[config.mk]
export PLATFORM = sky130hd
export DESIGN_NAME = pds_mul_unit
export DESIGN_NICKNAME = d
export VERILOG_FILES = /design/src/hdl/pid_dc_motor_sim_step_defines.svh /design/src/hdl/pds_pkg.sv /design/src/hdl/pds_mul_unit.sv
export SDC_FILE = /design/constraint.sdc
export NUM_CORES = 2
export LEC_CHECK = 0
export ABC_AREA = 1
export BUFFER_PORTS_ARGS = -buffer_cell sky130_fd_sc_hd__buf_2
export CAP_MARGIN = 20
export CORE_MARGIN = 1
export CORE_UTILIZATION = 55
export DETAILED_ROUTE_END_ITERATION = 8
export HOLD_SLACK_MARGIN = 0.02
export PLACE_DENSITY_LB_ADDON = 0.08
export SKIP_CTS_REPAIR_TIMING = 1
export SLEW_MARGIN = 20
export SYNTH_ARGS = -nofsm -noshare
export SYNTH_HDL_FRONTEND = slang
export SYNTH_SLANG_ARGS = --single-unit
[constraint.sdc]
create_clock -name clk -period 9.6 [get_ports clk]
set_input_delay 0.96 -clock clk [delete_from_list [all_inputs] [get_ports clk]]
set_output_delay 0.96 -clock clk [all_outputs]
set_load 0.01 [all_outputs]
[src/hdl/pid_dc_motor_sim_step_defines.svh]
// Assertion macros for the PID / DC motor tick block.
// Taken in by the top level; no other dependencies.
`ifndef PID_DC_MOTOR_SIM_STEP_DEFINES_SVH
`define PID_DC_MOTOR_SIM_STEP_DEFINES_SVH
`ifndef NO_ASSERTIONS
// same-cycle implication, clocked on clk, disabled in reset
`define PDS_ASSERT_SAME(lbl, ante, cons) \
  lbl: assert property (@(posedge clk) disable iff (!rst_n) (ante) |-> (cons)) \
    else $error("pds: assertion failed");
// next-cycle implication
`define PDS_ASSERT_NEXT(lbl, ante, cons) \
  lbl: assert property (@(posedge clk) disable iff (!rst_n) (ante) |=> (cons)) \
    else $error("pds: assertion failed");
`else
`define PDS_ASSERT_SAME(lbl, ante, cons)
`define PDS_ASSERT_NEXT(lbl, ante, cons)
`endif
`endif

[src/hdl/pds_pkg.sv]
// Shared types, constants and helpers for the PID / DC motor tick block.
// No dependencies.
package pds_pkg;

  localparam int ACC_W  = 54;  // accumulator, holds a sum of three rounded products
  localparam int RES_W  = 52;  // rounded signed product out of the multiplier
  localparam int STEP_W = 5;

  // motor and controller constants, Q16.16 unless noted
  localparam logic signed [31:0] C_INV_LA      = 32'sd539391;
  localparam logic signed [31:0] C_RA_LA       = 32'sd6041179;
  localparam logic signed [31:0] C_KB_LA       = 32'sd690420;
  localparam logic signed [31:0] C_KT_J        = 32'sd3787182;
  localparam logic signed [31:0] C_INV_J       = 32'sd2958736;
  localparam logic signed [31:0] C_B_J         = 32'sd8737;
  localparam logic signed [31:0] C_HALF_DT_Q32 = 32'sd21474836;  // Q0.32
  localparam logic signed [31:0] C_INV_DT      = 32'sd100;       // integer
  localparam logic signed [31:0] C_NEAR_Q16    = 32'sd62259;     // Q0.16

  // register reset values
  localparam logic [30:0]        KP_RESET  = 31'd131072;
  localparam logic [30:0]        KI_RESET  = 31'd131072;
  localparam logic [30:0]        KD_RESET  = 31'd32768;
  localparam logic signed [31:0] REF_RESET = 32'sd655360;

  // register indexes
  localparam logic [1:0] CFG_KP  = 2'd0;
  localparam logic [1:0] CFG_KI  = 2'd1;
  localparam logic [1:0] CFG_KD  = 2'd2;
  localparam logic [1:0] CFG_REF = 2'd3;

  // product shift codes
  localparam logic [1:0] SH_0  = 2'd0;
  localparam logic [1:0] SH_16 = 2'd1;
  localparam logic [1:0] SH_32 = 2'd2;

  // sequencer steps; multiplier results are used at later steps, once through the multiplier pipeline
  localparam logic [STEP_W-1:0] ST_ERR   = 5'd0;
  localparam logic [STEP_W-1:0] ST_OPS   = 5'd1;
  localparam logic [STEP_W-1:0] ST_TR    = 5'd2;
  localparam logic [STEP_W-1:0] ST_DER   = 5'd3;
  localparam logic [STEP_W-1:0] ST_KP    = 5'd4;
  localparam logic [STEP_W-1:0] ST_INT   = 5'd5;
  localparam logic [STEP_W-1:0] ST_DSAT  = 5'd6;
  localparam logic [STEP_W-1:0] ST_VACC  = 5'd7;
  localparam logic [STEP_W-1:0] ST_THR   = 5'd8;
  localparam logic [STEP_W-1:0] ST_VADD  = 5'd9;
  localparam logic [STEP_W-1:0] ST_VOUT  = 5'd10;
  localparam logic [STEP_W-1:0] ST_DI0   = 5'd11;
  localparam logic [STEP_W-1:0] ST_DI1   = 5'd12;
  localparam logic [STEP_W-1:0] ST_ANG   = 5'd13;
  localparam logic [STEP_W-1:0] ST_DI2   = 5'd14;
  localparam logic [STEP_W-1:0] ST_DW0   = 5'd15;
  localparam logic [STEP_W-1:0] ST_DW1   = 5'd16;
  localparam logic [STEP_W-1:0] ST_DW2   = 5'd17;
  localparam logic [STEP_W-1:0] ST_DWS   = 5'd18;
  localparam logic [STEP_W-1:0] ST_CUR   = 5'd19;
  localparam logic [STEP_W-1:0] ST_SPD   = 5'd22;
  localparam logic [STEP_W-1:0] ST_FIN   = 5'd23;

  typedef struct packed {
    logic              busy;
    logic [STEP_W-1:0] step;
    logic              fin;   // last step completes this cycle
  } pds_ctrl_t;

  function automatic logic signed [ACC_W-1:0] ext32(input logic signed [31:0] v);
    return {{(ACC_W-32){v[31]}}, v};
  endfunction

  function automatic logic signed [ACC_W-1:0] ext_res(input logic signed [RES_W-1:0] v);
    return {{(ACC_W-RES_W){v[RES_W-1]}}, v};
  endfunction

  function automatic logic signed [32:0] ext33(input logic signed [31:0] v);
    return {v[31], v};
  endfunction

  function automatic logic signed [31:0] sat32(input logic signed [ACC_W-1:0] x);
    logic signed [31:0] r;
    if ((&x[ACC_W-1:31]) || !(|x[ACC_W-1:31])) begin
      r = x[31:0];
    end else if (x[ACC_W-1]) begin
      r = 32'sh8000_0000;
    end else begin
      r = 32'sh7fff_ffff;
    end
    return r;
  endfunction

endpackage

[src/hdl/pds_mul_unit.sv]
// Shared sign-magnitude multiplier with round-half-away shift, three stages.
// Depends on pds_pkg.
module pds_mul_unit (
  input  logic                        clk,
  input  logic signed [32:0]          op_a,
  input  logic signed [31:0]          op_b,
  input  logic [1:0]                  op_sh,
  output logic signed [pds_pkg::RES_W-1:0] res
);
  import pds_pkg::*;

  logic [32:0]  ma_r;
  logic [31:0]  mb_r;
  logic         neg0_r, neg1_r;
  logic [1:0]   sh0_r, sh1_r;
  logic [64:0]  prod_r;
  logic signed [RES_W-1:0] res_r;

  logic [65:0]      half, rnd, shd;
  logic [RES_W-1:0] mag;
  logic [RES_W-1:0] res_nxt;

  always_comb begin
    unique case (sh1_r)
      SH_16: half = 66'd1 << 15;
      SH_32: half = 66'd1 << 31;
      default: half = '0;
    endcase
    rnd = {1'b0, prod_r} + half;
    unique case (sh1_r)
      SH_16: shd = rnd >> 16;
      SH_32: shd = rnd >> 32;
      default: shd = rnd;
    endcase
    mag     = {1'b0, shd[RES_W-2:0]};
    res_nxt = neg1_r ? (~mag + {{(RES_W-1){1'b0}}, 1'b1}) : mag;
  end

  always_ff @(posedge clk) begin
    // stage 0: magnitudes and sign
    ma_r   <= op_a[32] ? (~op_a + 33'd1) : op_a;
    mb_r   <= op_b[31] ? (~op_b + 32'd1) : op_b;
    neg0_r <= op_a[32] ^ op_b[31];
    sh0_r  <= op_sh;
    // stage 1: product
    prod_r <= {32'd0, ma_r} * {33'd0, mb_r};
    neg1_r <= neg0_r;
    sh1_r  <= sh0_r;
    // stage 2: round, shift, restore sign
    res_r  <= res_nxt;
  end

  assign res = res_r;

endmodule

==> metrics.txt <==
total number of vias=36,700; Yosys warnings=0; Reg2Reg Launch Point=mb_r[6]$_DFF_P_; CTS Buf Count=17; area of the multi-input gates=34,300 um^2; Max Fclk=124 MHz; Root Driver=clkbuf_16; HP Start=sh0_r[0]$_DFF_P_; Port Buffers=119; final hold slack=0.334 ns; crit end category=flop; Worst R2R End=prod_r[53]$_DFF_P_; Post-synth top cells=1,673 x nand2_1, 1,672 x inv_1, 926 x fa_1; Worst Setup Start Kind=flop; hold path endpoint=sh1_r[0]$_DFF_P_; max_slew headroom=0.234; crit-path max FO=26; Post-Route Setup TNS=0 ns; hold path depth=0; FF+latch count, synth=188; drc violations=0; Post-synth EDFFs=0; initial antenna violation count=0; Worst EP required=10.02 ns; Worst Tran Pin Value=1.15 ns; Worst Path Arrival=8.46 ns; flop2flop setup slack=1.57 ns; busiest grt layer=met2; Final Cycle Share=0.837; met2 Use GR=0.557; vias in the first global route=38,500; Mapped Nets=7,341; Synth Cell Area=45,400 um^2; Hold WC Path Type=reg2reg; Mapped Avg Cell Area=7.47 um^2; sequential share of the synthesized area=0.0829; die area=83,700 um^2; Clk pin slew, worst setup/hold paths=0.09 ns; H-Tree Depth=4; DRT antenna net count=0; DR vias/cell=5.16; row cnt=104; first-pass GRT wire length=207,000 um; Final HPWL DP=108,000 um; Synth area leaders=fa_1 41%, nand2_1 14%, inv_1 14%; top cell type's share of synthesized area=0.408; CTS tree=yes; sequential cell area=3770 um^2; Final #Nets=7,303; Most used DFF post-synth=dfxtp_1; core area=81,100 um^2; outcome=completed; leading area contributor after synthesis=fa_1; Clock Sinks=188; final WL=127,000 um; met1 Use GR=0.423; Cell variety after synth=46; Initial Util=0.560; layout cells sized above 1=0.0602; critical path class=reg2reg; Hold Violations, Final=0; ys async rst share=0; RSZ-0062 raised after global routing=false; Syn-to-layout area delta=4.78%; max cap viols=0; io pins=120; Total Routing Usage GR=0.322; Final Critical Period=8.03 ns; iteration count of the initial detailed-routing pass=7; initial DRC count=2,330; final setup violation count=0; grt ovf=0; Reg2Reg Depth=27; Layout fillers=7,737; # diodes=0; CTS max path bufs=2; Routed WL per cell=17.8 um; met3 Use GR=0.0355; Chip Width=289 um; skew final=0.0175 ns; Die Y=289 um; clock latency on the worst-skew pair=0.52 ns; fin. max-slew vios=0; Placer Congestion=0.943; pin count of the biggest net entering global routing=61; top-count cell post-synth=nand2_1; post-synthesis cell count=6,075
## worst max-delay path, cell delays in order, from the launching register on
cell and delay [ns]:
dfxtp_1 1.07, buf_4 0.31, nand2_1 0.06, inv_1 0.10
fa_1 0.44, fa_1 0.40, inv_1 0.09, fa_1 0.46
fa_1 0.57, inv_1 0.05, ha_1 0.28, ha_1 0.28
inv_1 0.05, fa_1 0.53, inv_1 0.06, fa_1 0.47
ha_1 0.38, nand2_1 0.09, nor2_1 0.10, inv_1 0.04
o21ai_0 0.27, a21boi_0 0.26, o21ai_0 0.83, a21oi_1 0.22
o21bai_1 0.27, nand2_1 0.11, nand3_1 0.08, nand2_1 0.06
## worst max path at each step
stage | start | endpoint | slack, ns | cells after the start
6_report | mb_r[6]$_DFF_P_ | prod_r[53]$_DFF_P_ | 1.57 | 27
5_1_grt | mb_r[6]$_DFF_P_ | prod_r[53]$_DFF_P_ | 1.10 | 27
4_1_cts | mb_r[7]$_DFF_P_ | prod_r[53]$_DFF_P_ | 1.63 | 27
3_5_place_dp | mb_r[7]$_DFF_P_ | prod_r[53]$_DFF_P_ | 1.63 | 27
3_3_place_gp | mb_r[7]$_DFF_P_ | prod_r[53]$_DFF_P_ | 1.76 | 27
2_1_floorplan | mb_r[6]$_DFF_P_ | prod_r[54]$_DFF_P_ | 2.84 | 32
## stage by stage
step / cells / utilization / setup WS [ns] / cell area (um^2)
2_1_floorplan: 6075 / - / 2.84 / 45400
3_3_place_gp: 7078 / 0.579 / 1.76 / 46900
3_5_place_dp: 7078 / 0.579 / 1.63 / 46900
4_1_cts: 7110 / 0.587 / 1.63 / 47600
5_1_grt: 7110 / 0.587 / 1.10 / 47600
6_report: 7110 / 0.587 / 1.57 / 47600
## registers in the layout, indices dropped and copies added, names as in the netlist
name and cells:
res 52, sh0_r 2, neg0_r 1, ma_r 33
sh1_r 2, mb_r 32, neg1_r 1, prod_r 65
## per-layer routing
metal | part of all wire | wire length, um
met2 | 0.49 | 62200
met3 | 0.057 | 7200
met4 | 0.029 | 3640
met5 | 0 | 0
met1 | 0.42 | 53800
## placed cells by master, fill, tap and decap left out, types with 13 or more instances in the layout
cell          n
nand3b_1     18
a21oi_1     112
xor2_1      107
o21ai_0      64
nor2_4       13
nand2_1    1673
o21a_1       13
buf_2       119
xnor2_1      49
buf_4        80
nand3_1     218
nand4_1      23
nand2_2      34
nor2_1      286
ha_1        272
clkbuf_16    17
or2_2        28
fa_1        926
inv_2        14
nor3_1       20
nor2_2       19
inv_1      1672
dfxtp_1     182
## cells by family (layout without fill, tap and decap cells)
family          after synthesis  count (layout)  synth area share
fa+ha+maj                  1198            1198             0.483
xor+xnor                    156             156            0.0301
buf+inv                    1942            1917             0.161
compound gates              233             233            0.0289
simple gates               2358            2358             0.214
flops                       188             188            0.0829
## layout make-up
class / count / area share
tap: 1060 / 0.0279
multi-input combinational: 3945 / 0.722
timing repair buffer: 199 / 0.0251
sequential: 188 / 0.0793
clock buffer: 18 / 0.00902
inverter: 1686 / 0.133
clock inverter: 14 / 0.00395
Power is not shown: default switching activity piles up to over one toggle a cycle in this logic, so the estimate is an artifact.
