## src/hdl/pid_dc_motor_sim_step_defines.svh

```systemverilog
// Assertion macros for the PID / DC motor tick block.
// Taken in by the top level; no other dependencies.
`ifndef PID_DC_MOTOR_SIM_STEP_DEFINES_SVH
`define PID_DC_MOTOR_SIM_STEP_DEFINES_SVH
`ifndef NO_ASSERTIONS
// same-cycle implication, clocked on clk, disabled in reset
`define PDS_ASSERT_SAME(lbl, ante, cons) \
  lbl: assert property (@(posedge clk) disable iff (!rst_n) (ante) |-> (cons)) \
    else $error("pds: assertion failed");
// next-cycle implication
`define PDS_ASSERT_NEXT(lbl, ante, cons) \
  lbl: assert property (@(posedge clk) disable iff (!rst_n) (ante) |=> (cons)) \
    else $error("pds: assertion failed");
`else
`define PDS_ASSERT_SAME(lbl, ante, cons)
`define PDS_ASSERT_NEXT(lbl, ante, cons)
`endif
`endif

```

## src/hdl/pds_pkg.sv

```systemverilog
// Shared types, constants and helpers for the PID / DC motor tick block.
// No dependencies.
package pds_pkg;

  localparam int ACC_W  = 54;  // accumulator, holds a sum of three rounded products
  localparam int RES_W  = 52;  // rounded signed product out of the multiplier
  localparam int STEP_W = 5;

  // motor and controller constants, Q16.16 unless noted
  localparam logic signed [31:0] C_INV_LA      = 32'sd539391;
  localparam logic signed [31:0] C_RA_LA       = 32'sd6041179;
  localparam logic signed [31:0] C_KB_LA       = 32'sd690420;
  localparam logic signed [31:0] C_KT_J        = 32'sd3787182;
  localparam logic signed [31:0] C_INV_J       = 32'sd2958736;
  localparam logic signed [31:0] C_B_J         = 32'sd8737;
  localparam logic signed [31:0] C_HALF_DT_Q32 = 32'sd21474836;  // Q0.32
  localparam logic signed [31:0] C_INV_DT      = 32'sd100;       // integer
  localparam logic signed [31:0] C_NEAR_Q16    = 32'sd62259;     // Q0.16

  // register reset values
  localparam logic [30:0]        KP_RESET  = 31'd131072;
  localparam logic [30:0]        KI_RESET  = 31'd131072;
  localparam logic [30:0]        KD_RESET  = 31'd32768;
  localparam logic signed [31:0] REF_RESET = 32'sd655360;

  // register indexes
  localparam logic [1:0] CFG_KP  = 2'd0;
  localparam logic [1:0] CFG_KI  = 2'd1;
  localparam logic [1:0] CFG_KD  = 2'd2;
  localparam logic [1:0] CFG_REF = 2'd3;

  // product shift codes
  localparam logic [1:0] SH_0  = 2'd0;
  localparam logic [1:0] SH_16 = 2'd1;
  localparam logic [1:0] SH_32 = 2'd2;

  // sequencer steps; multiplier results are used at later steps, once through the multiplier pipeline
  localparam logic [STEP_W-1:0] ST_ERR   = 5'd0;
  localparam logic [STEP_W-1:0] ST_OPS   = 5'd1;
  localparam logic [STEP_W-1:0] ST_TR    = 5'd2;
  localparam logic [STEP_W-1:0] ST_DER   = 5'd3;
  localparam logic [STEP_W-1:0] ST_KP    = 5'd4;
  localparam logic [STEP_W-1:0] ST_INT   = 5'd5;
  localparam logic [STEP_W-1:0] ST_DSAT  = 5'd6;
  localparam logic [STEP_W-1:0] ST_VACC  = 5'd7;
  localparam logic [STEP_W-1:0] ST_THR   = 5'd8;
  localparam logic [STEP_W-1:0] ST_VADD  = 5'd9;
  localparam logic [STEP_W-1:0] ST_VOUT  = 5'd10;
  localparam logic [STEP_W-1:0] ST_DI0   = 5'd11;
  localparam logic [STEP_W-1:0] ST_DI1   = 5'd12;
  localparam logic [STEP_W-1:0] ST_ANG   = 5'd13;
  localparam logic [STEP_W-1:0] ST_DI2   = 5'd14;
  localparam logic [STEP_W-1:0] ST_DW0   = 5'd15;
  localparam logic [STEP_W-1:0] ST_DW1   = 5'd16;
  localparam logic [STEP_W-1:0] ST_DW2   = 5'd17;
  localparam logic [STEP_W-1:0] ST_DWS   = 5'd18;
  localparam logic [STEP_W-1:0] ST_CUR   = 5'd19;
  localparam logic [STEP_W-1:0] ST_SPD   = 5'd22;
  localparam logic [STEP_W-1:0] ST_FIN   = 5'd23;

  typedef struct packed {
    logic              busy;
    logic [STEP_W-1:0] step;
    logic              fin;   // last step completes this cycle
  } pds_ctrl_t;

  function automatic logic signed [ACC_W-1:0] ext32(input logic signed [31:0] v);
    return {{(ACC_W-32){v[31]}}, v};
  endfunction

  function automatic logic signed [ACC_W-1:0] ext_res(input logic signed [RES_W-1:0] v);
    return {{(ACC_W-RES_W){v[RES_W-1]}}, v};
  endfunction

  function automatic logic signed [32:0] ext33(input logic signed [31:0] v);
    return {v[31], v};
  endfunction

  function automatic logic signed [31:0] sat32(input logic signed [ACC_W-1:0] x);
    logic signed [31:0] r;
    if ((&x[ACC_W-1:31]) || !(|x[ACC_W-1:31])) begin
      r = x[31:0];
    end else if (x[ACC_W-1]) begin
      r = 32'sh8000_0000;
    end else begin
      r = 32'sh7fff_ffff;
    end
    return r;
  endfunction

endpackage

```

## src/hdl/pds_seq.sv

```systemverilog
// Step sequencer: walks one transaction through the fixed schedule and
// holds on the last step while the result register is occupied. Uses pds_pkg.
module pds_seq (
  input  logic               clk,
  input  logic               rst_n,
  input  logic               start,
  input  logic               out_free,
  output pds_pkg::pds_ctrl_t ctrl
);
  import pds_pkg::*;

  logic              busy_r;
  logic [STEP_W-1:0] step_r;
  logic              fin;

  assign fin = busy_r && (step_r == ST_FIN) && out_free;

  always_ff @(posedge clk) begin
    if (!rst_n) begin
      busy_r <= 1'b0;
      step_r <= ST_ERR;
    end else if (start) begin
      busy_r <= 1'b1;
      step_r <= ST_ERR;
    end else if (busy_r) begin
      if (step_r == ST_FIN) begin
        if (out_free) begin
          busy_r <= 1'b0;
        end
      end else begin
        step_r <= step_r + 5'd1;
      end
    end
  end

  assign ctrl.busy = busy_r;
  assign ctrl.step = step_r;
  assign ctrl.fin  = fin;

endmodule

```

## config.mk

```make
export PLATFORM = sky130hd
export DESIGN_NAME = pds_seq
export DESIGN_NICKNAME = d
export VERILOG_FILES = /design/src/hdl/pid_dc_motor_sim_step_defines.svh /design/src/hdl/pds_pkg.sv /design/src/hdl/pds_seq.sv
export SDC_FILE = /design/constraint.sdc
export NUM_CORES = 1
export LEC_CHECK = 0
export BUFFER_PORTS_ARGS = -buffer_cell sky130_fd_sc_hd__buf_2
export CAP_MARGIN = 20
export CORE_AREA = 5 5 42 44
export CTS_BUF_LIST = sky130_fd_sc_hd__clkbuf_2
export DETAILED_ROUTE_END_ITERATION = 10
export DIE_AREA = 0 0 47 49
export SETUP_SLACK_MARGIN = 0.15
export SYNTH_ARGS = -nofsm -noshare
export SYNTH_HDL_FRONTEND = slang
export SYNTH_SLANG_ARGS = --single-unit
```

## constraint.sdc

```tcl
create_clock -name clk -period 1.49 [get_ports clk]
set_input_delay 0.298 -clock clk [delete_from_list [all_inputs] [get_ports clk]]
set_output_delay 0.298 -clock clk [all_outputs]
set_load 0.03 [all_outputs]
```

==> impl_metrics.json, run 1 <==
{
  "syn_area_um2": 284,
  "worstPathMaxFanout": 2,
  "synth-seq-area-share_pct": 42.3,
  "cts_tree": "built",
  "port_buffers": 10,
  "grt_max_degree": 9,
  "die_w_um": 47,
  "critical_path_buf_inv_count": 1,
  "net-switching-power_uw": 89.5,
  "use_met1_pct": 5.73,
  "worstMarginPinSlew_ns": 0.244,
  "synth_top_area_share_pct": 42.3,
  "synth_nets": 37,
  "rr_worst_depth": 6,
  "finalHoldViolCount": 0,
  "rrSetupSlack_ns": -0.01,
  "setup_viol": 2,
  "fin_skew_ns": 0.00257,
  "met3_usage_pct": 4.06,
  "power.density_nw_per_um2": 729,
  "final_common_cell": "buf_2",
  "status": "finished, violations left",
  "final-seq-area_um2": 131,
  "cp-start-kind": "register",
  "path_class": "reg2out",
  "synth.avg_cell_area_um2": 8.88,
  "crit_slowest_cell": "dfxtp_4",
  "hpwl_um": 503,
  "failed_checks": "setup timing",
  "wl_per_cell_um": 11.6,
  "grt_pass1_vias": 279,
  "grt.total_usage_pct": 7.19,
  "p_int_uw": 245,
  "grt_pass1_wl_um": 1150,
  "pwr-share-clk_pct": 41.2,
  "fp.dieArea_um2": 2300,
  "vias": 292,
  "slew_viol_final": 0,
  "placed_cells": 56,
  "wirelength_um": 779,
  "dr.pass1.iters": 4,
  "clockBufferDepth": 2,
  "grt-ovfl-total": 0,
  "cts_buffers": 3,
  "hp-class": "in2reg",
  "reg2reg_to": "step_r[0]",
  "p_total_uw": 334,
  "synth.distinct_cells": 18,
  "dpl-instance-area_um2": 369,
  "fin_area_um2": 458,
  "whs_ns": 0.273,
  "crit_cells": 4,
  "synth.yosys.warnings": 0,
  "arrival_ns": 1.24,
  "start_util_pct": 20.3,
  "met2_usage_pct": 12.0,
  "layout_common_cells": "buf_2, buf_4, clkbuf_2",
  "fin_ws_ns": -0.0430,
  "crit_required_ns": 1.19,
  "cts.sinks": 6,
  "pwr-share-seq_pct": 49.8,
  "cts_root_buffer": "clkbuf_2",
  "critPathTopFamily": "simple AND/OR/NAND/NOR gates",
  "fillers": 152,
  "period_needed_ns": 1.53,
  "max-vdd-ir-drop_mv": 0.260,
  "place.gp.congestion": 0.665,
  "cts_max_level": 1,
  "die_h_um": 49,
  "endpoint": "ctrl[0]",
  "syn_inst": 32,
  "post-route-period-util_pct": 103,
  "total_leakage_power_nw": 0.210,
  "finalCoreUtilization_pct": 32.7,
  "multi_input_area_um2": 163,
  "cp-startpoint": "step_r[0]",
  "rsz0062_at_grt": "yes",
  "vias_per_cell": 4.36,
  "pin_count": 11,
  "clkSlewWorstSetupHoldPaths_ns": 0.07,
  "worstPathCellList": "ha_4 > and4b_1 > and3_4 > buf_6",
  "drc": 0,
  "busiest_layer": "met2",
  "placeableCoreArea_um2": 1400,
  "final_cells": 67,
  "drive_above_1_share_pct": 60.8,
  "fmax_mhz": 652,
  "slowest_delay_ns": 0.36,
  "yosysTopAreaCell": "dfxtp_1",
  "slew_headroom_pct": 83.7,
  "rows": 14,
  "combPwrFrac_pct": 9.1,
  "swShare_pct": 26.8,
  "ant_nets": 0,
  "drv_cap": 0,
  "drt-initial-drc-count": 5,
  "cts_hold_buf": 0,
  "end_kind": "primary output",
  "clkLatencyLatePin_ns": 0.23,
  "antenna_found_initial": 0,
  "layout.nets": 57,
  "r2r-start": "step_r[1]",
  "synthToLayoutAreaGrowth_pct": 61.2,
  "antenna_cells": 0,
  "synth.area.top_cells": "dfxtp_1, a21oi_1, xor2_1, buf_4, ha_1",
  "synth_seq_cells": 6
}
-- power groups by stage --
stage          Clock (mW)  Sequential, mW  Combinational, mW
6_report            0.137           0.166             0.0302
2_1_floorplan           0           0.173             0.0160
3_3_place_gp            0           0.171             0.0266
4_1_cts             0.147           0.166             0.0296
3_5_place_dp            0           0.171             0.0267
5_1_grt             0.155           0.167             0.0336
-- area by class of cell --
cell class	count	area share, %
clock buffer	4	4.37
multi-input combinational	22	35.5
inverter	1	0.820
timing repair buffer	18	26.2
tap	16	4.37
sequential	6	28.7
-- metrics by stage --
stage / setup WS [ns] / setup TNS (ns)
6_report: -0.0430 / -0.0485
5_1_grt: -0.0957 / -0.157
4_1_cts: -0.0651 / -0.0651
3_5_place_dp: 0.122 / 0
3_3_place_gp: 0.141 / 0
2_1_floorplan: 0.0238 / 0
-- worst register-to-register path: cells and delay by family, from the launching register on --
| family | cells | cell delay (ns) |
|---|---|---|
| adder cells (fa/ha/maj) | 1 | 0.15 |
| AND/OR/NAND/NOR | 2 | 0.53 |
| flip-flops | 1 | 0.36 |
| buffers and inverters | 2 | 0.25 |
| AO/OA/AOI/OAI | 1 | 0.14 |
-- flip-flops by register name (all words and copies together) (netlist names) --
name and flops:
step_r 5, busy_r 1
-- worst min-delay path by stage --
stage / to / cells after the start / from
floorplan: busy_r / 1 / rst_n
global placement: step_r[4] / 2 / step_r[4]
detailed placement: step_r[4] / 2 / step_r[4]
CTS: busy_r / 2 / start
global route: busy_r / 2 / start
finish: busy_r / 2 / start
-- logic make-up after synthesis --
logic type                 after synthesis  synth area share [%]
and+or+nand+nor                         12                  25.6
AOI/OAI and AO/OA                        7                  13.2
DFF                                      6                  42.3
buffers and inverters                    4                  8.37
xor gates and xnor gates                 2                  6.17
adders and majority gates                1                  4.40
-- synthesized netlist by cell type --
cell type  count
inv_1          1
nand3_1        1
and3_2         1
and4b_1        1
dfxtp_1        6
nor3_1         2
xor2_1         2
buf_4          2
nor2_1         2
ha_1           1
a21oi_1        4
nand3b_1       1
nand2b_1       1
o21a_1         1
clkbuf_2       1
or3_1          1
o21ai_0        2
nand4_1        2
-- timing repair --
action,in CTS,in global routing
buffers inserted,3,4
resized for setup,2,3
pin swaps,3,5
gates cloned,0,0
endpoints found under the setup margin,2,2
-- metal layers --
layer  vias up  share of wire [%]
met3         0                6.9
li1        151                  -
met4         0                  0
met2        10                 58
met1       131                 35
met5         -                  0
Note: power is estimated with default switching activity, not from simulation.
==> run 2: changes to the inputs <==
--- a/config.mk
+++ b/config.mk
@@ -7,10 +7,10 @@
 export LEC_CHECK = 0
 export BUFFER_PORTS_ARGS = -buffer_cell sky130_fd_sc_hd__buf_2
 export CAP_MARGIN = 20
-export CORE_AREA = 5 5 42 44
+export CORE_AREA = 2 2 39 41
 export CTS_BUF_LIST = sky130_fd_sc_hd__clkbuf_2
 export DETAILED_ROUTE_END_ITERATION = 10
-export DIE_AREA = 0 0 47 49
+export DIE_AREA = 0 0 41 43
 export SETUP_SLACK_MARGIN = 0.15
 export SYNTH_ARGS = -nofsm -noshare
 export SYNTH_HDL_FRONTEND = slang
==> constraint.sdc (replaced) <==
create_clock -name clk -period 1.49 [get_ports clk]
set_input_delay 0.0745 -clock clk [delete_from_list [all_inputs] [get_ports clk]]
set_output_delay 0.0745 -clock clk [all_outputs]
set_load 0.03 [all_outputs]
==> impl_metrics.json, run 2 (synthesized netlist as in run 1, its figures left out) <==
{
  "status": "finished, final reports clean",
  "drt-initial-drc-count": 4,
  "cts.sinks": 6,
  "synthToLayoutAreaGrowth_pct": 53.7,
  "period_needed_ns": 1.35,
  "largest_reg_flops": 5,
  "fin_skew_ns": 0.0138,
  "fillers": 154,
  "worstMarginPinSlew_ns": 0.235,
  "dr.pass1.iters": 4,
  "cp-start-kind": "register",
  "power.density_nw_per_um2": 756,
  "setup_viol": 0,
  "cts_tree": "built",
  "p_int_uw": 246,
  "vias_per_cell": 4.34,
  "fp.dieArea_um2": 1760,
  "pin_count": 11,
  "multi_input_area_um2": 166,
  "max-vdd-ir-drop_mv": 0.281,
  "antenna_cells": 0,
  "final-seq-area_um2": 129,
  "vias": 278,
  "wl_per_cell_um": 9.80,
  "drive_above_1_share_pct": 56.3,
  "critical_path_buf_inv_count": 1,
  "clockBufferDepth": 2,
  "swShare_pct": 25.4,
  "slew_headroom_pct": 84.3,
  "placeableCoreArea_um2": 1380,
  "worstPathMaxFanout": 3,
  "grt.total_usage_pct": 9.14,
  "hpwl_um": 468,
  "cts_buffers": 3,
  "port_buffers": 10,
  "combPwrFrac_pct": 9.7,
  "grt-ovfl-total": 0,
  "ant_nets": 0,
  "rows": 14,
  "drv_cap": 0,
  "finalSetupTns_ns": 0,
  "wirelength_um": 627,
  "regMostFlops": "step_r",
  "start_util_pct": 20.5,
  "grt_pass1_vias": 273,
  "pwr-share-seq_pct": 50.4,
  "crit_required_ns": 1.65,
  "antenna_found_initial": 0,
  "worstPathCellList": "ha_4 > and4b_2 > buf_6 > or3_4 > a21oi_2",
  "placed_cells": 55,
  "drc": 0,
  "post-route-period-util_pct": 90.6,
  "p_total_uw": 330,
  "net-switching-power_uw": 83.7,
  "layout.nets": 54,
  "pwr-share-clk_pct": 39.9,
  "slowest_delay_ns": 0.36,
  "crit_slowest_cell": "dfxtp_4",
  "final_cells": 64,
  "finalHoldViolCount": 0,
  "grt_max_degree": 9,
  "hp-class": "in2reg",
  "layout_common_cells": "buf_2, clkbuf_2, buf_4",
  "path_class": "reg2reg",
  "largest_registers": "step_r (5), busy_r (1)",
  "total_leakage_power_nw": 0.194,
  "rsz0062_at_grt": "yes",
  "die_h_um": 43,
  "fmax_mhz": 741,
  "end_kind": "register",
  "clkLatencyLatePin_ns": 0.22,
  "cts_root_buffer": "clkbuf_2",
  "grt_pass1_wl_um": 1060,
  "slew_viol_final": 0,
  "die_w_um": 41,
  "cts_max_level": 1,
  "arrival_ns": 1.51,
  "final_common_cell": "buf_2",
  "clkSlewWorstSetupHoldPaths_ns": 0.07,
  "critPathTopFamily": "simple AND/OR/NAND/NOR gates",
  "place.gp.congestion": 0.652
}
[run 2: cell count changes in the layout (fill, tap and decap cells not counted), sizes merged]
cell,delta
buf,-3
[run 2: power groups by stage]
stage	combinational [mW]	clock (mW)	sequential (mW)
finish	0.0320	0.132	0.166
global route	0.0360	0.147	0.167
CTS	0.0289	0.140	0.166
detailed placement	0.0258	0	0.172
global placement	0.0258	0	0.172
floorplan	0.0160	0	0.174
[run 2: repair_timing]
item,4_1_cts,5_1_grt
endpoints found under the setup margin,1,2
buffers inserted,4,1
hold buffers,0,0
pin swaps,3,2
resized for setup,6,2
[run 2: worst paths after layout]
| kind | start | slack [ns] | cells after the start | end |
|---|---|---|---|---|
| max | step_r[1] | 0.14 | 5 | step_r[0] |
| min | start | 0.07 | 2 | busy_r |
| max reg2reg | step_r[1] | 0.14 | 5 | step_r[0] |
| min reg2reg | step_r[4] | 0.56 | 2 | step_r[4] |
[run 2: per-stage QoR]
stage | util (%) | hold WS, ns | instance area [um^2] | setup slack, ns
after floorplan | - | 0.192 | 303 | 0.154
after CTS | 30.4 | 0.0521 | 420 | 0.147
after global routing | 31.6 | 0.0731 | 437 | 0.0852
after global placement | 25.5 | 0.298 | 353 | 0.221
final | 31.6 | 0.0671 | 437 | 0.141
after detailed placement | 25.5 | 0.295 | 353 | 0.216
[run 2: per-layer routing]
layer	part of all wire [%]	global-route usage, %	wire, um
met1	43	11.3	267
met2	53	11.9	330
met3	4.6	1.57	29
met4	0	10.0	0
met5	0	0	0
[run 2: final cells by class]
cell class	instances	share of cell area, %
well taps	16	4.58
flip-flops and latches	6	29.5
inverters	1	0.860
clock buffers	4	4.58
repair buffers	15	22.3
multi-input cells	22	38.1
==> run 3: changes to the inputs <==
--- a/config.mk
+++ b/config.mk
@@ -11,7 +11,6 @@
 export CTS_BUF_LIST = sky130_fd_sc_hd__clkbuf_2
 export DETAILED_ROUTE_END_ITERATION = 10
 export DIE_AREA = 0 0 41 43
-export SETUP_SLACK_MARGIN = 0.15
 export SYNTH_ARGS = -nofsm -noshare
 export SYNTH_HDL_FRONTEND = slang
 export SYNTH_SLANG_ARGS = --single-unit
==> impl_metrics.json, run 3 (synthesized netlist as in run 1, its figures left out) <==
{
  "crit_required_ns": 1.42,
  "critical_path_buf_inv_count": 1,
  "grt_max_degree": 9,
  "port_buffers": 10,
  "grt-ovfl-total": 0,
  "rsz0062_at_grt": "no",
  "final_cells": 59,
  "cts_max_level": 1,
  "slew_viol_final": 0,
  "pin_count": 11,
  "post-route-period-util_pct": 95.3,
  "final_common_cell": "buf_2",
  "grt.total_usage_pct": 8.63,
  "critPathTopFamily": "simple AND/OR/NAND/NOR gates",
  "grt_pass1_vias": 219,
  "largest_registers": "step_r (5), busy_r (1)",
  "start_util_pct": 20.5,
  "max-vdd-ir-drop_mv": 0.225,
  "layout_common_cells": "buf_2, a21oi_1, dfxtp_1",
  "status": "finished, final reports clean",
  "clockBufferDepth": 2,
  "placeableCoreArea_um2": 1380,
  "drive_above_1_share_pct": 44.2,
  "largest_reg_flops": 5,
  "combPwrFrac_pct": 8.3,
  "p_total_uw": 311,
  "cts_buffers": 3,
  "place.gp.congestion": 0.745,
  "drv_cap": 0,
  "path_class": "reg2out",
  "clkSlewWorstSetupHoldPaths_ns": 0.07,
  "post-place-ws_ns": 0.143,
  "finalHoldViolCount": 0,
  "power.density_nw_per_um2": 828,
  "hp-class": "in2reg",
  "fin_ws_ns": 0.0700,
  "net-switching-power_uw": 82.1,
  "dr.pass1.iters": 4,
  "hpwl_um": 410,
  "pwr-share-seq_pct": 54.6,
  "worstPathMaxFanout": 5,
  "vias": 261,
  "fp.dieArea_um2": 1760,
  "vias_per_cell": 4.42,
  "p_int_uw": 229,
  "antenna_found_initial": 0,
  "synthToLayoutAreaGrowth_pct": 32.2,
  "cts_root_buffer": "clkbuf_2",
  "cts_tree": "built",
  "fin_skew_ns": 0.00533,
  "worstMarginPinSlew_ns": 0.224,
  "die_w_um": 41,
  "end_kind": "primary output",
  "pwr-share-clk_pct": 37.1,
  "fmax_mhz": 704,
  "clkLatencyLatePin_ns": 0.22,
  "wirelength_um": 619,
  "ant_nets": 0,
  "layout.nets": 50,
  "total_leakage_power_nw": 0.167,
  "drc": 0,
  "grt_pass1_wl_um": 910,
  "die_h_um": 43,
  "regMostFlops": "step_r",
  "antenna_cells": 0,
  "wl_per_cell_um": 10.5,
  "period_needed_ns": 1.42,
  "slew_headroom_pct": 85.0,
  "cp-start-kind": "register",
  "slowest_delay_ns": 0.35,
  "worstPathCellList": "ha_4 > and4b_2 > and3_2 > buf_4",
  "arrival_ns": 1.35,
  "drt-initial-drc-count": 1,
  "crit_slowest_cell": "dfxtp_2",
  "cts.sinks": 6,
  "setup_viol": 0,
  "finalCoreUtilization_pct": 27.1,
  "swShare_pct": 26.4,
  "rows": 14,
  "finalSetupTns_ns": 0,
  "placed_cells": 55,
  "fillers": 164
}
==> run 3: changes by cell type in the layout (fill, tap and decap cells not counted), sizes merged <==
| cell | before | now |
|---|---|---|
| buf | 15 | 11 |
| clkbuf | 4 | 3 |
==> run 3: power by group through the flow <==
stage                     sequential, mW  combinational (mW)  clock (mW)
after global placement             0.173              0.0255           0
after detailed placement           0.173              0.0257           0
after floorplan                    0.175              0.0157           0
final                              0.170              0.0258       0.115
after global routing               0.170              0.0292       0.133
after CTS                          0.169              0.0259       0.122
==> run 3: repair_timing <==
action                                  4_1_cts  5_1_grt
setup buffers                                 1        0
pin swaps                                     1        0
endpoints found under the setup margin        1        2
hold buffers                                  0        0
gates resized for setup                       3        2
==> run 3: final cells by class <==
| type | instances | area (um^2) | share of cell area [%] |
|---|---|---|---|
| clock buffer | 3 | 15.0 | 4.00 |
| inverter | 1 | 3.75 | 1.00 |
| multi-input combinational | 22 | 154 | 41.0 |
| sequential | 6 | 123 | 32.7 |
| tap | 16 | 20.0 | 5.33 |
| timing repair buffer | 11 | 60.1 | 16.0 |
==> run 3: worst paths after layout <==
check,slack (ns),startpoint,endpoint,cells after the start
max reg2reg,0.07,step_r[0],step_r[0],5
min reg2reg,0.52,step_r[1],step_r[1],2
max,0.07,step_r[0],ctrl[0],4
min,0.07,start,busy_r,2
==> run 3: per-stage QoR <==
stage                     cell area, um^2  hold slack, ns
after floorplan                       285           0.192
after global placement                335           0.293
after detailed placement              335           0.295
after CTS                             364          0.0535
after global routing                  375          0.0688
final                                 375          0.0681
==> run 3: worst register-to-register path, cell delays in order (launching register included) <==
cell	delay [ns]
dfxtp_2	0.35
ha_4	0.17
and4b_2	0.23
buf_4	0.16
or3_1	0.30
a21oi_1	0.14
==> run 3: per-layer routing <==
metal	global-route usage, %	up-vias	part of all wire, %
li1	-	135	-
met1	9.97	118	48
met2	10.6	8	46
met3	6.28	0	6.3
met4	6.00	0	0
met5	0	-	0
